## config.mk

```make
export PLATFORM = sky130hd
export DESIGN_NAME = ba_ctrl
export DESIGN_NICKNAME = d
export VERILOG_FILES = /design/src/rtl/ba_pkg.sv /design/src/rtl/ba_ctrl.sv
export SDC_FILE = /design/constraint.sdc
export NUM_CORES = 1
export LEC_CHECK = 0
export ABC_AREA = 1
export BUFFER_PORTS_ARGS = -buffer_cell sky130_fd_sc_hd__buf_2
export CAP_MARGIN = 5
export CORE_MARGIN = 2
export CORE_UTILIZATION = 30
export DETAILED_ROUTE_END_ITERATION = 10
export PLACE_DENSITY = 0.69
export SETUP_SLACK_MARGIN = 0.15
export SLEW_MARGIN = 10
export SYNTH_ARGS = -nofsm -noshare
export SYNTH_HDL_FRONTEND = slang
export SYNTH_SLANG_ARGS = --single-unit
```

## constraint.sdc

```tcl
create_clock -name clk -period 1.8 [get_ports clk]
set_input_delay 0.18 -clock clk [delete_from_list [all_inputs] [get_ports clk]]
set_output_delay 0.18 -clock clk [all_outputs]
set_load 0.02 [all_outputs]
```

## src/rtl/ba_pkg.sv

```systemverilog
package ba_pkg;

    typedef enum logic [3:0] {
        ST_IDLE,
        ST_FIND,
        ST_POP_RD,
        ST_POP_WAIT,
        ST_SPLIT,
        ST_SCAN_RD,
        ST_SCAN_CHK,
        ST_MERGE,
        ST_PUSH,
        ST_DONE
    } ba_state_t;

    localparam logic FUNC_ALLOC = 1'b0;
    localparam logic FUNC_FREE  = 1'b1;

    typedef struct packed {
        logic load;
        logic find_step;
        logic pop_rd;
        logic pop_take;
        logic split_step;
        logic scan_start;
        logic scan_rd;
        logic scan_chk;
        logic merge_step;
        logic push;
        logic fail;
        logic finish;
    } ba_cmd_t;

    typedef struct packed {
        logic func;
        logic req_bad;
        logic free_bad;
        logic find_hit;
        logic find_end;
        logic split_end;
        logic at_top;
        logic scan_end;
        logic scan_found;
    } ba_sts_t;

endpackage

```

## src/rtl/ba_ctrl.sv

```systemverilog
module ba_ctrl
(
    input  logic            clk,
    input  logic            rst_n,
    input  logic            start,
    input  logic            out_busy,
    input  ba_pkg::ba_sts_t sts,
    output ba_pkg::ba_cmd_t cmd,
    output logic            idle
);

    ba_pkg::ba_state_t state_reg;
    ba_pkg::ba_state_t state_next;

    always_ff @(posedge clk or negedge rst_n)
    begin
        if (!rst_n)
        begin
            state_reg <= ba_pkg::ST_IDLE;
        end
        else
        begin
            state_reg <= state_next;
        end
    end

    always_comb
    begin
        state_next = state_reg;
        cmd = '0;
        idle = 1'b0;
        unique case (state_reg)
            ba_pkg::ST_IDLE:
            begin
                idle = 1'b1;
                if (start)
                begin
                    cmd.load = 1'b1;
                    state_next = ba_pkg::ST_FIND;
                end
            end
            ba_pkg::ST_FIND:
            begin
                if (sts.func == ba_pkg::FUNC_ALLOC)
                begin
                    if (sts.req_bad)
                    begin
                        cmd.fail = 1'b1;
                        state_next = ba_pkg::ST_DONE;
                    end
                    else if (sts.find_hit)
                    begin
                        state_next = ba_pkg::ST_POP_RD;
                    end
                    else if (sts.find_end)
                    begin
                        cmd.fail = 1'b1;
                        state_next = ba_pkg::ST_DONE;
                    end
                    else
                    begin
                        cmd.find_step = 1'b1;
                    end
                end
                else if (sts.free_bad)
                begin
                    cmd.fail = 1'b1;
                    state_next = ba_pkg::ST_DONE;
                end
                else if (sts.at_top)
                begin
                    state_next = ba_pkg::ST_PUSH;
                end
                else
                begin
                    cmd.scan_start = 1'b1;
                    state_next = ba_pkg::ST_SCAN_RD;
                end
            end
            ba_pkg::ST_POP_RD:
            begin
                cmd.pop_rd = 1'b1;
                state_next = ba_pkg::ST_POP_WAIT;
            end
            ba_pkg::ST_POP_WAIT:
            begin
                cmd.pop_take = 1'b1;
                state_next = ba_pkg::ST_SPLIT;
            end
            ba_pkg::ST_SPLIT:
            begin
                if (sts.split_end)
                begin
                    state_next = ba_pkg::ST_DONE;
                end
                else
                begin
                    cmd.split_step = 1'b1;
                end
            end
            ba_pkg::ST_SCAN_RD:
            begin
                if (sts.scan_end)
                begin
                    state_next = sts.scan_found ? ba_pkg::ST_MERGE : ba_pkg::ST_PUSH;
                end
                else
                begin
                    cmd.scan_rd = 1'b1;
                    state_next = ba_pkg::ST_SCAN_CHK;
                end
            end
            ba_pkg::ST_SCAN_CHK:
            begin
                cmd.scan_chk = 1'b1;
                state_next = ba_pkg::ST_SCAN_RD;
            end
            ba_pkg::ST_MERGE:
            begin
                cmd.merge_step = 1'b1;
                state_next = ba_pkg::ST_FIND;
            end
            ba_pkg::ST_PUSH:
            begin
                cmd.push = 1'b1;
                state_next = ba_pkg::ST_DONE;
            end
            ba_pkg::ST_DONE:
            begin
                if (!out_busy)
                begin
                    cmd.finish = 1'b1;
                    state_next = ba_pkg::ST_IDLE;
                end
            end
            default:
            begin
                state_next = ba_pkg::ST_IDLE;
            end
        endcase
    end

    assert property (@(posedge clk) disable iff (!rst_n)
        (state_reg == ba_pkg::ST_SCAN_CHK) |=> (state_reg == ba_pkg::ST_SCAN_RD))
        else $error("scan check not followed by read");
    assert property (@(posedge clk) disable iff (!rst_n)
        cmd.finish |-> !out_busy)
        else $error("result finished into a busy output");
    assert property (@(posedge clk) disable iff (!rst_n)
        (state_reg == ba_pkg::ST_POP_RD) |=> (state_reg == ba_pkg::ST_POP_WAIT))
        else $error("pop sequence broken");

endmodule

```

==> impl_metrics.yaml, run 1 <==
outcome:
  run_status: "completed"
drt:
  route.vias.total: 594
  average_wire_per_standard_cell_um: 9.68
  drt_drc_violations_left: 0
  first_iter_violations: 9
  ant_nets: 0
  drt-pass1-iter-count: 5
  vias_per_cell: 4.64
  wirelength_um: 1240
grt:
  grt_overflow_total: 0
  grt_most_used_layer: "met2"
  number_of_antenna_violations_at_the_first_check_in_global_routing: 0
  globalRouteMet1Util_pct: 17.1
  largest_net_degree_at_the_start_of_global_routing: 7
  number_of_global_route_vias_before_repair: 541
  grt.met3_usage_pct: 2.55
  global_route.usage.met2_pct: 25.7
  grt_pass1_wl_um: 2050
  grt_util_all_layers_pct: 14.2
floorplan:
  die-width_um: 43.2
  fp.coreArea_um2: 1470
  fp.dieArea_um2: 1870
  die_extent_in_y_um: 43.2
  top_level_ports: 26
  floorplan.initialDensity_pct: 31.4
  std_cell_rows: 14
cts:
  cts_tree: "yes"
  ctsLongestPathBuffers: 2
  cts_sinks: 4
  clock_buffers_created_by_tritoncts: 3
  clock-root-buffer: "clkbuf_4"
  clk_pin_slew_worst_paths_ps: 40
  post_cts.repair.setup_buffers: 0
  worst_skew_pair.late_latency_ps: 230
  ctsHtreeMaxLevel: 1
power_and_ir_drop:
  p_leak_uw: 0.000419
  power_per_cell_area_nw_per_um2: 1540
  report.power.total_uw: 995
  ir_drop_uv: 554
synth:
  ys_types: 15
  postSynthRegisterBits: 4
  average_cell_area_after_synthesis_um2: 5.56
  nets_in_the_synthesized_netlist: 96
  syn_area_um2: 462
  synth-seq-area-share_pct: 21.7
  syn-instance-count: 83
  synthesis.yosys.warnings: 0
sta:
  rsz_0062_raised_after_global_routing: "false"
  timing.final.crit_share_pct: 86.9
  finalHoldWorstSlack_ps: 286
  slew_margin_rel_pct: 77.6
  setup_viol: 0
  max_freq_mhz: 640
  finalHoldViolCount: 0
  worst_clock_skew_ps: 1.63
  tns_setup_ps: 0
  min_period_ps: 1560
  post-route-worst-setup-slack_ps: 237
  worstMarginPinSlew_ps: 333
  timing_max_transition_violations_final: 0
worst_hold_path:
  hold_path.class: "primary input to asynchronous set/reset pin"
final_layout:
  area_overhead_of_the_layout_relative_to_synthesis_pct: 39.6
  largest_register_ffs: 4
  final_net_count: 127
  drive_gt1_share_pct: 34.8
  insertedDiodeCount: 0
  instances_no_fill: 128
critical_path:
  path_cells: "inv_1 -> nand2_2 -> nor3_1 -> buf_2"
  worst_path_max_delay_cell: "dfrtp_1"
  critical-path-max-stage-delay_ps: 400
  crit_path_max_fanout: 5
  critical_path.top_delay_family: "flip-flops"
  critical_path.startpoint_type: "flop"
  critPathBufInv: 2
  crit_type: "flop to primary output"
  critical_path.endpoint_type: "primary output"
  arrival_ps: 1380
  worst_ep_required_time_ps: 1620
place:
  dp_cells: 124
  port-buffer-count: 25
  pre_cts_slack_ps: 484
  dp.final_hpwl_um: 1080
  gp_routability_congestion: 0.835
run:
  drv_cap: 0
-- worst paths after layout --
path | startpoint | endpoint | slack, ps | cells after the start
worst max-delay path | state_reg[3] | cmd[9] | 240 | 4
worst min-delay path | rst_n | state_reg[1] | 290 | 2
worst max register to register | state_reg[1] | state_reg[3] | 590 | 8
worst min register to register | state_reg[0] | state_reg[0] | 630 | 2
max in group asynchronous | rst_n | state_reg[2] | 1400 | 2
min in group clk | out_busy | state_reg[3] | 290 | 3
-- cell families (layout without fill, tap and decap cells) --
group | Yosys count | after routing | synth area share (%)
compound gates | 3 | 3 | 3.79
buf+inv | 14 | 43 | 11.4
flops | 4 | 4 | 21.7
simple gates | 62 | 62 | 63.1
-- through the flow --
stage               utilization [%]  instance area (µm²)
finish                         43.8                  644
global route                   43.8                  644
CTS                            43.5                  639
detailed placement             41.2                  607
global placement               41.2                  607
floorplan                         -                  462
-- layout by cell type, fill, tap and decap left out, drive strengths merged --
master | Yosys | layout
nand3b | 2 | 2
o31ai | 1 | 1
clkbuf | 0 | 3
inv | 14 | 14
o21ai | 1 | 1
dfrtp | 4 | 4
nand2 | 26 | 26
nand4 | 1 | 1
dlygate4sd3 | 0 | 1
buf | 0 | 25
nor4 | 1 | 1
nor3 | 4 | 4
nand3 | 9 | 9
a21oi | 1 | 1
nor2 | 19 | 19
-- routing by layer --
layer	up-vias	routed length (µm)	share of wire (%)
li1	319	-	-
met1	255	574	46
met2	20	601	49
met3	0	63	5.1
met4	0	0	0
met5	-	0	0
-- area by class of cell --
type	count	area (µm²)
Sequential cell	4	100
Inverter	14	52.6
Clock buffer	3	22.5
Tap cell	16	20.0
Fill cell	159	827
Timing Repair Buffer	26	135
Multi-Input combinational cell	65	314
-- where the power goes --
part | internal (µW) | switching, µW | leakage, µW
registers | 133 | 66.1 | 0.0000515
clock network | 74.4 | 34.5 | 0.0000138
logic | 228 | 458 | 0.000354
total | 436 | 559 | 0.000419
-- cell usage after synthesis --
library cell | n | area, µm²
nand2_2 | 3 | 18.8
o21ai_1 | 1 | 5.00
nor2_1 | 16 | 60.1
nand3_1 | 9 | 45.0
nor2_4 | 3 | 33.8
nand4_1 | 1 | 6.26
inv_2 | 3 | 11.3
inv_1 | 11 | 41.3
nand2_1 | 23 | 86.3
nand3b_1 | 2 | 15.0
a21oi_1 | 1 | 5.00
nor4_1 | 1 | 6.26
dfrtp_1 | 4 | 100
o31ai_1 | 1 | 7.51
nor3_1 | 4 | 20.0
-- repair_timing --
| action | 4_1_cts | 5_1_grt |
|---|---|---|
| hold buffers | 1 | 0 |
| hold endpoints to repair | 4 | 0 |
| resized for setup | 0 | 2 |
| setup endpoints to repair | 0 | 2 |
Power figures use the tool's default switching activity.
==> run 2: changes to the inputs <==
- CAP_MARGIN: 5 -> 20
- CELL_PAD_IN_SITES_DETAIL_PLACEMENT: not set -> 0
- CELL_PAD_IN_SITES_GLOBAL_PLACEMENT: not set -> 1
- CORE_UTILIZATION: 30 -> 26
- PLACE_DENSITY: 0.69 -> 0.87
- clock period: 1.8 -> 1.7 ns (I/O delays scaled with it)
==> impl_metrics.yaml, run 2 (same netlist as run 1, synthesis figures left out) <==
sta:
  worstMarginPinSlew_ps: 265
  setup_viol: 0
  min_period_ps: 1480
  finalHoldViolCount: 0
  worst_clock_skew_ps: 1.15
  timing_max_transition_violations_final: 0
  tns_setup_ps: 0
  max_freq_mhz: 676
  finalHoldWorstSlack_ps: 260
  post-route-worst-setup-slack_ps: 220
  timing.final.crit_share_pct: 87.0
  slew_margin_rel_pct: 82.2
  rsz_0062_raised_after_global_routing: "false"
critical_path:
  critical_path.startpoint_type: "flop"
  r2r_slack_ps: 450
  crit_path_max_fanout: 6
  rr_worst_depth: 9
  crit_type: "flop to primary output"
  arrival_ps: 1310
  worst_r2r_startpoint: "state_reg[3]"
  critical_path.endpoint_type: "primary output"
  regToRegEndpoint: "state_reg[3]"
  worst_ep_required_time_ps: 1530
drt:
  highest_layer: "met4"
  average_wire_per_standard_cell_um: 10.1
  vias_per_cell: 4.85
  route.vias.total: 640
  wirelength_um: 1330
  routed-wl-met3_um: 112
  ant_nets: 0
  first_iter_violations: 25
  met2WireLength_um: 623
  drt-pass1-iter-count: 4
  drt_drc_violations_left: 0
  wl_met1_um: 583
final_layout:
  area_overhead_of_the_layout_relative_to_synthesis_pct: 46.6
  multi_input_area_um2: 319
  finish.instance_area_um2: 677
  final-seq-area_um2: 104
  drive_gt1_share_pct: 40.9
  largest_register_ffs: 4
  final_net_count: 130
  insertedDiodeCount: 0
  final_cell_mix: "buf_2, nand2_1, nor2_1, inv_1, nand3_1"
  most_common_cell_after_layout_fill_and_taps_aside: "buf_2"
  n_fill_cell: 185
grt:
  grt_util_all_layers_pct: 12.8
  grt_pass1_wl_um: 1950
  largest_net_degree_at_the_start_of_global_routing: 7
  number_of_global_route_vias_before_repair: 491
  number_of_antenna_violations_at_the_first_check_in_global_routing: 0
  grt_overflow_total: 0
cts:
  cts_sinks: 4
  clock-root-buffer: "clkbuf_4"
  ctsLongestPathBuffers: 2
  worst_skew_pair.late_latency_ps: 240
  clk_pin_slew_worst_paths_ps: 40
  clock_buffers_created_by_tritoncts: 3
  cts_tree: "yes"
  ctsHtreeMaxLevel: 1
power_and_ir_drop:
  power_per_cell_area_nw_per_um2: 1710
  p_leak_uw: 0.000431
  ir_drop_uv: 612
floorplan:
  fp.dieArea_um2: 2130
  std_cell_rows: 15
  fp.coreArea_um2: 1690
  top_level_ports: 26
  die_extent_in_y_um: 46.1
  floorplan.initialDensity_pct: 27.3
  die-width_um: 46.1
place:
  placed_area_um2: 608
  gp_routability_congestion: 0.938
  dp.final_hpwl_um: 1070
  port-buffer-count: 25
  pre_cts_slack_ps: 408
run:
  drv_cap: 0
outcome:
  run_status: "completed"
worst_hold_path:
  hold_path.class: "primary input to asynchronous set/reset pin"
## run 2: cell types whose count changed in the layout (fill, tap and decap cells not counted), sizes merged
cell / before / now
buf: 25 / 28
## run 2: area by class of cell
| type | instances | share of cell area [%] |
|---|---|---|
| Multi-Input combinational cell | 65 | 47.1 |
| Timing Repair Buffer | 29 | 23.3 |
| Sequential cell | 4 | 15.3 |
| Inverter | 14 | 7.76 |
| Clock buffer | 3 | 3.33 |
| Tap cell | 17 | 3.14 |
## run 2: repair_timing
action,in CTS,in global routing
pin swaps,0,1
buffers inserted,0,3
hold buffers,1,0
endpoints found under the hold margin,4,0
setup endpoints to repair,1,6
resized for setup,1,6
## run 2: stage by stage
stage	instances	total power [µW]	utilization (%)
3_5_place_dp	125	929	36.0
2_1_floorplan	83	740	-
6_report	132	1150	40.1
3_3_place_gp	125	922	36.0
4_1_cts	129	1060	38.1
5_1_grt	132	1250	40.1
## run 2: report_power, final
group          internal, µW  total [µW]  switching, µW  leakage [µW]
registers               148         223           75.4     0.0000474
logic                   299         810            511      0.000370
clock network          79.1         121           41.7     0.0000138
## run 2: worst max-delay path: stages, from the launching register on
cell	delay [ps]
dfrtp_2	430
inv_2	90
nor2_4	100
nand2_2	90
nor3_2	180
buf_2	180
## run 2: metal layers
layer / track usage, % / up-vias
li1: - / 325
met1: 17.2 / 280
met2: 19.7 / 31
met3: 1.57 / 4
met4: 6.86 / 0
met5: 0 / -
## run 2: how the worst max path moves through the flow
stage / depth (start not counted) / endpoint / slack (ps) / start
after detailed placement: 4 / cmd[1] / 410 / state_reg[2]
after floorplan: 3 / cmd[0] / 310 / state_reg[1]
after global routing: 5 / cmd[1] / 160 / state_reg[0]
final: 5 / cmd[1] / 220 / state_reg[0]
after global placement: 5 / cmd[1] / 420 / state_reg[0]
after CTS: 5 / cmd[1] / 160 / state_reg[0]
==> run 3: changes to the inputs <==
- CELL_PAD_IN_SITES_DETAIL_PLACEMENT: 0 -> 1
- GPL_TIMING_DRIVEN: not set -> 1
==> impl_metrics.yaml, run 3 (same netlist as run 1, synthesis figures left out) <==
sta:
  tns_setup_ps: 0
  rsz_0062_raised_after_global_routing: "false"
  slew_margin_rel_pct: 79.4
  finalHoldViolCount: 0
  timing_max_transition_violations_final: 0
  setup_viol: 0
  worstMarginPinSlew_ps: 306
  timing.final.crit_share_pct: 88.9
  max_freq_mhz: 662
  post-route-worst-setup-slack_ps: 188
  min_period_ps: 1510
  finalHoldWorstSlack_ps: 260
  worst_clock_skew_ps: 2.05
worst_hold_path:
  hold_path.class: "primary input to asynchronous set/reset pin"
grt:
  grt_pass1_wl_um: 2470
  grt_overflow_total: 0
  number_of_antenna_violations_at_the_first_check_in_global_routing: 0
  number_of_global_route_vias_before_repair: 594
  largest_net_degree_at_the_start_of_global_routing: 7
  grt_util_all_layers_pct: 16.1
floorplan:
  fp.coreArea_um2: 1690
  die_extent_in_y_um: 46.1
  die-width_um: 46.1
  fp.dieArea_um2: 2130
  floorplan.initialDensity_pct: 27.3
  top_level_ports: 26
  std_cell_rows: 15
critical_path:
  worst_ep_required_time_ps: 1530
  crit_type: "flop to primary output"
  critical-path-max-stage-delay_ps: 400
  worst_path_max_delay_cell: "dfrtp_1"
  critical_path.startpoint_type: "flop"
  crit_path_max_fanout: 5
  path_cells: "inv_2 -> nand2_2 -> nor3_1 -> buf_2"
  arrival_ps: 1340
  critical_path.endpoint_type: "primary output"
place:
  gp_routability_congestion: 0.938
  placed_area_um2: 608
  pre_cts_slack_ps: 361
  dp.final_hpwl_um: 1350
  port-buffer-count: 25
power_and_ir_drop:
  p_leak_uw: 0.000431
  ir_drop_uv: 571
  power_per_cell_area_nw_per_um2: 1750
cts:
  clock-root-buffer: "clkbuf_4"
  cts_sinks: 4
  ctsLongestPathBuffers: 2
  cts_tree: "yes"
  clock_buffers_created_by_tritoncts: 3
  clk_pin_slew_worst_paths_ps: 40
  worst_skew_pair.late_latency_ps: 240
  ctsHtreeMaxLevel: 1
drt:
  route.vias.total: 629
  ant_nets: 0
  drt-pass1-iter-count: 4
  wirelength_um: 1710
  first_iter_violations: 7
  average_wire_per_standard_cell_um: 12.9
  vias_per_cell: 4.77
  drt_drc_violations_left: 0
final_layout:
  finish.instance_area_um2: 684
  most_common_cell_after_layout_fill_and_taps_aside: "buf_2"
  insertedDiodeCount: 0
  final_net_count: 130
  largest_register_ffs: 4
  drive_gt1_share_pct: 41.7
  finalCoreUtilization_pct: 40.5
  area_overhead_of_the_layout_relative_to_synthesis_pct: 48.2
  final_cell_mix: "buf_2, nand2_1, nor2_1, inv_1, nand3_1"
run:
  drv_cap: 0
outcome:
  run_status: "completed"
run 3: changes by cell type in the layout (fill, tap and decap cells not counted):
cell     previous run  this run
buf_2              25        24
nand3_2             0         1
nand3_1             9         8
buf_4               3         4
run 3: final cells by class:
type / instances / area [µm²]
timing repair buffer: 29 / 160
multi-input combinational: 65 / 324
tap: 17 / 21.3
clock buffer: 3 / 22.5
inverter: 14 / 52.6
sequential: 4 / 104
fill: 241 / 1000
run 3: where the power goes:
group	total [µW]	internal [µW]	leakage, µW	switching [µW]
clock	121	79.2	0.0000138	42.2
sequential	224	148	0.0000474	76.1
combinational	852	304	0.000370	548
run 3: metal layers:
metal | share of wire (%) | wire length [µm] | global-route usage [%]
met1 | 42 | 713 | 19.1
met2 | 53 | 905 | 30.0
met3 | 4.4 | 75 | 2.35
met4 | 0.82 | 14 | 3.43
met5 | 0 | 0 | 0
run 3: metrics by stage:
stage / power [µW] / instances
2_1_floorplan: 740 / 83
3_3_place_gp: 922 / 125
3_5_place_dp: 958 / 125
4_1_cts: 1100 / 129
5_1_grt: 1300 / 132
6_report: 1200 / 132
run 3: repair_timing:
item	4_1_cts	5_1_grt
hold buffers	1	0
pin swaps	0	2
setup endpoints to repair	4	5
gates cloned	0	0
gates resized for setup	4	5
setup buffers	0	3
endpoints found under the hold margin	4	0
run 3: worst paths after layout:
path                            cells past startpoint            to  slack [ps]          from
max in group asynchronous                           2  state_reg[1]        1310         rst_n
worst max register to register                     10  state_reg[3]         310  state_reg[3]
worst max-delay path                                4        cmd[9]         190  state_reg[3]
min in group clk                                    3  state_reg[2]         290        sts[8]
worst min register to register                      3  state_reg[0]         690  state_reg[0]
worst min-delay path                                2  state_reg[0]         260         rst_n
run 3: worst max-delay path: cells and delay by family (launching register included):
| kind | cells | cell delay [ps] |
|---|---|---|
| buf+inv | 2 | 340 |
| simple gates | 2 | 350 |
| flops | 1 | 400 |
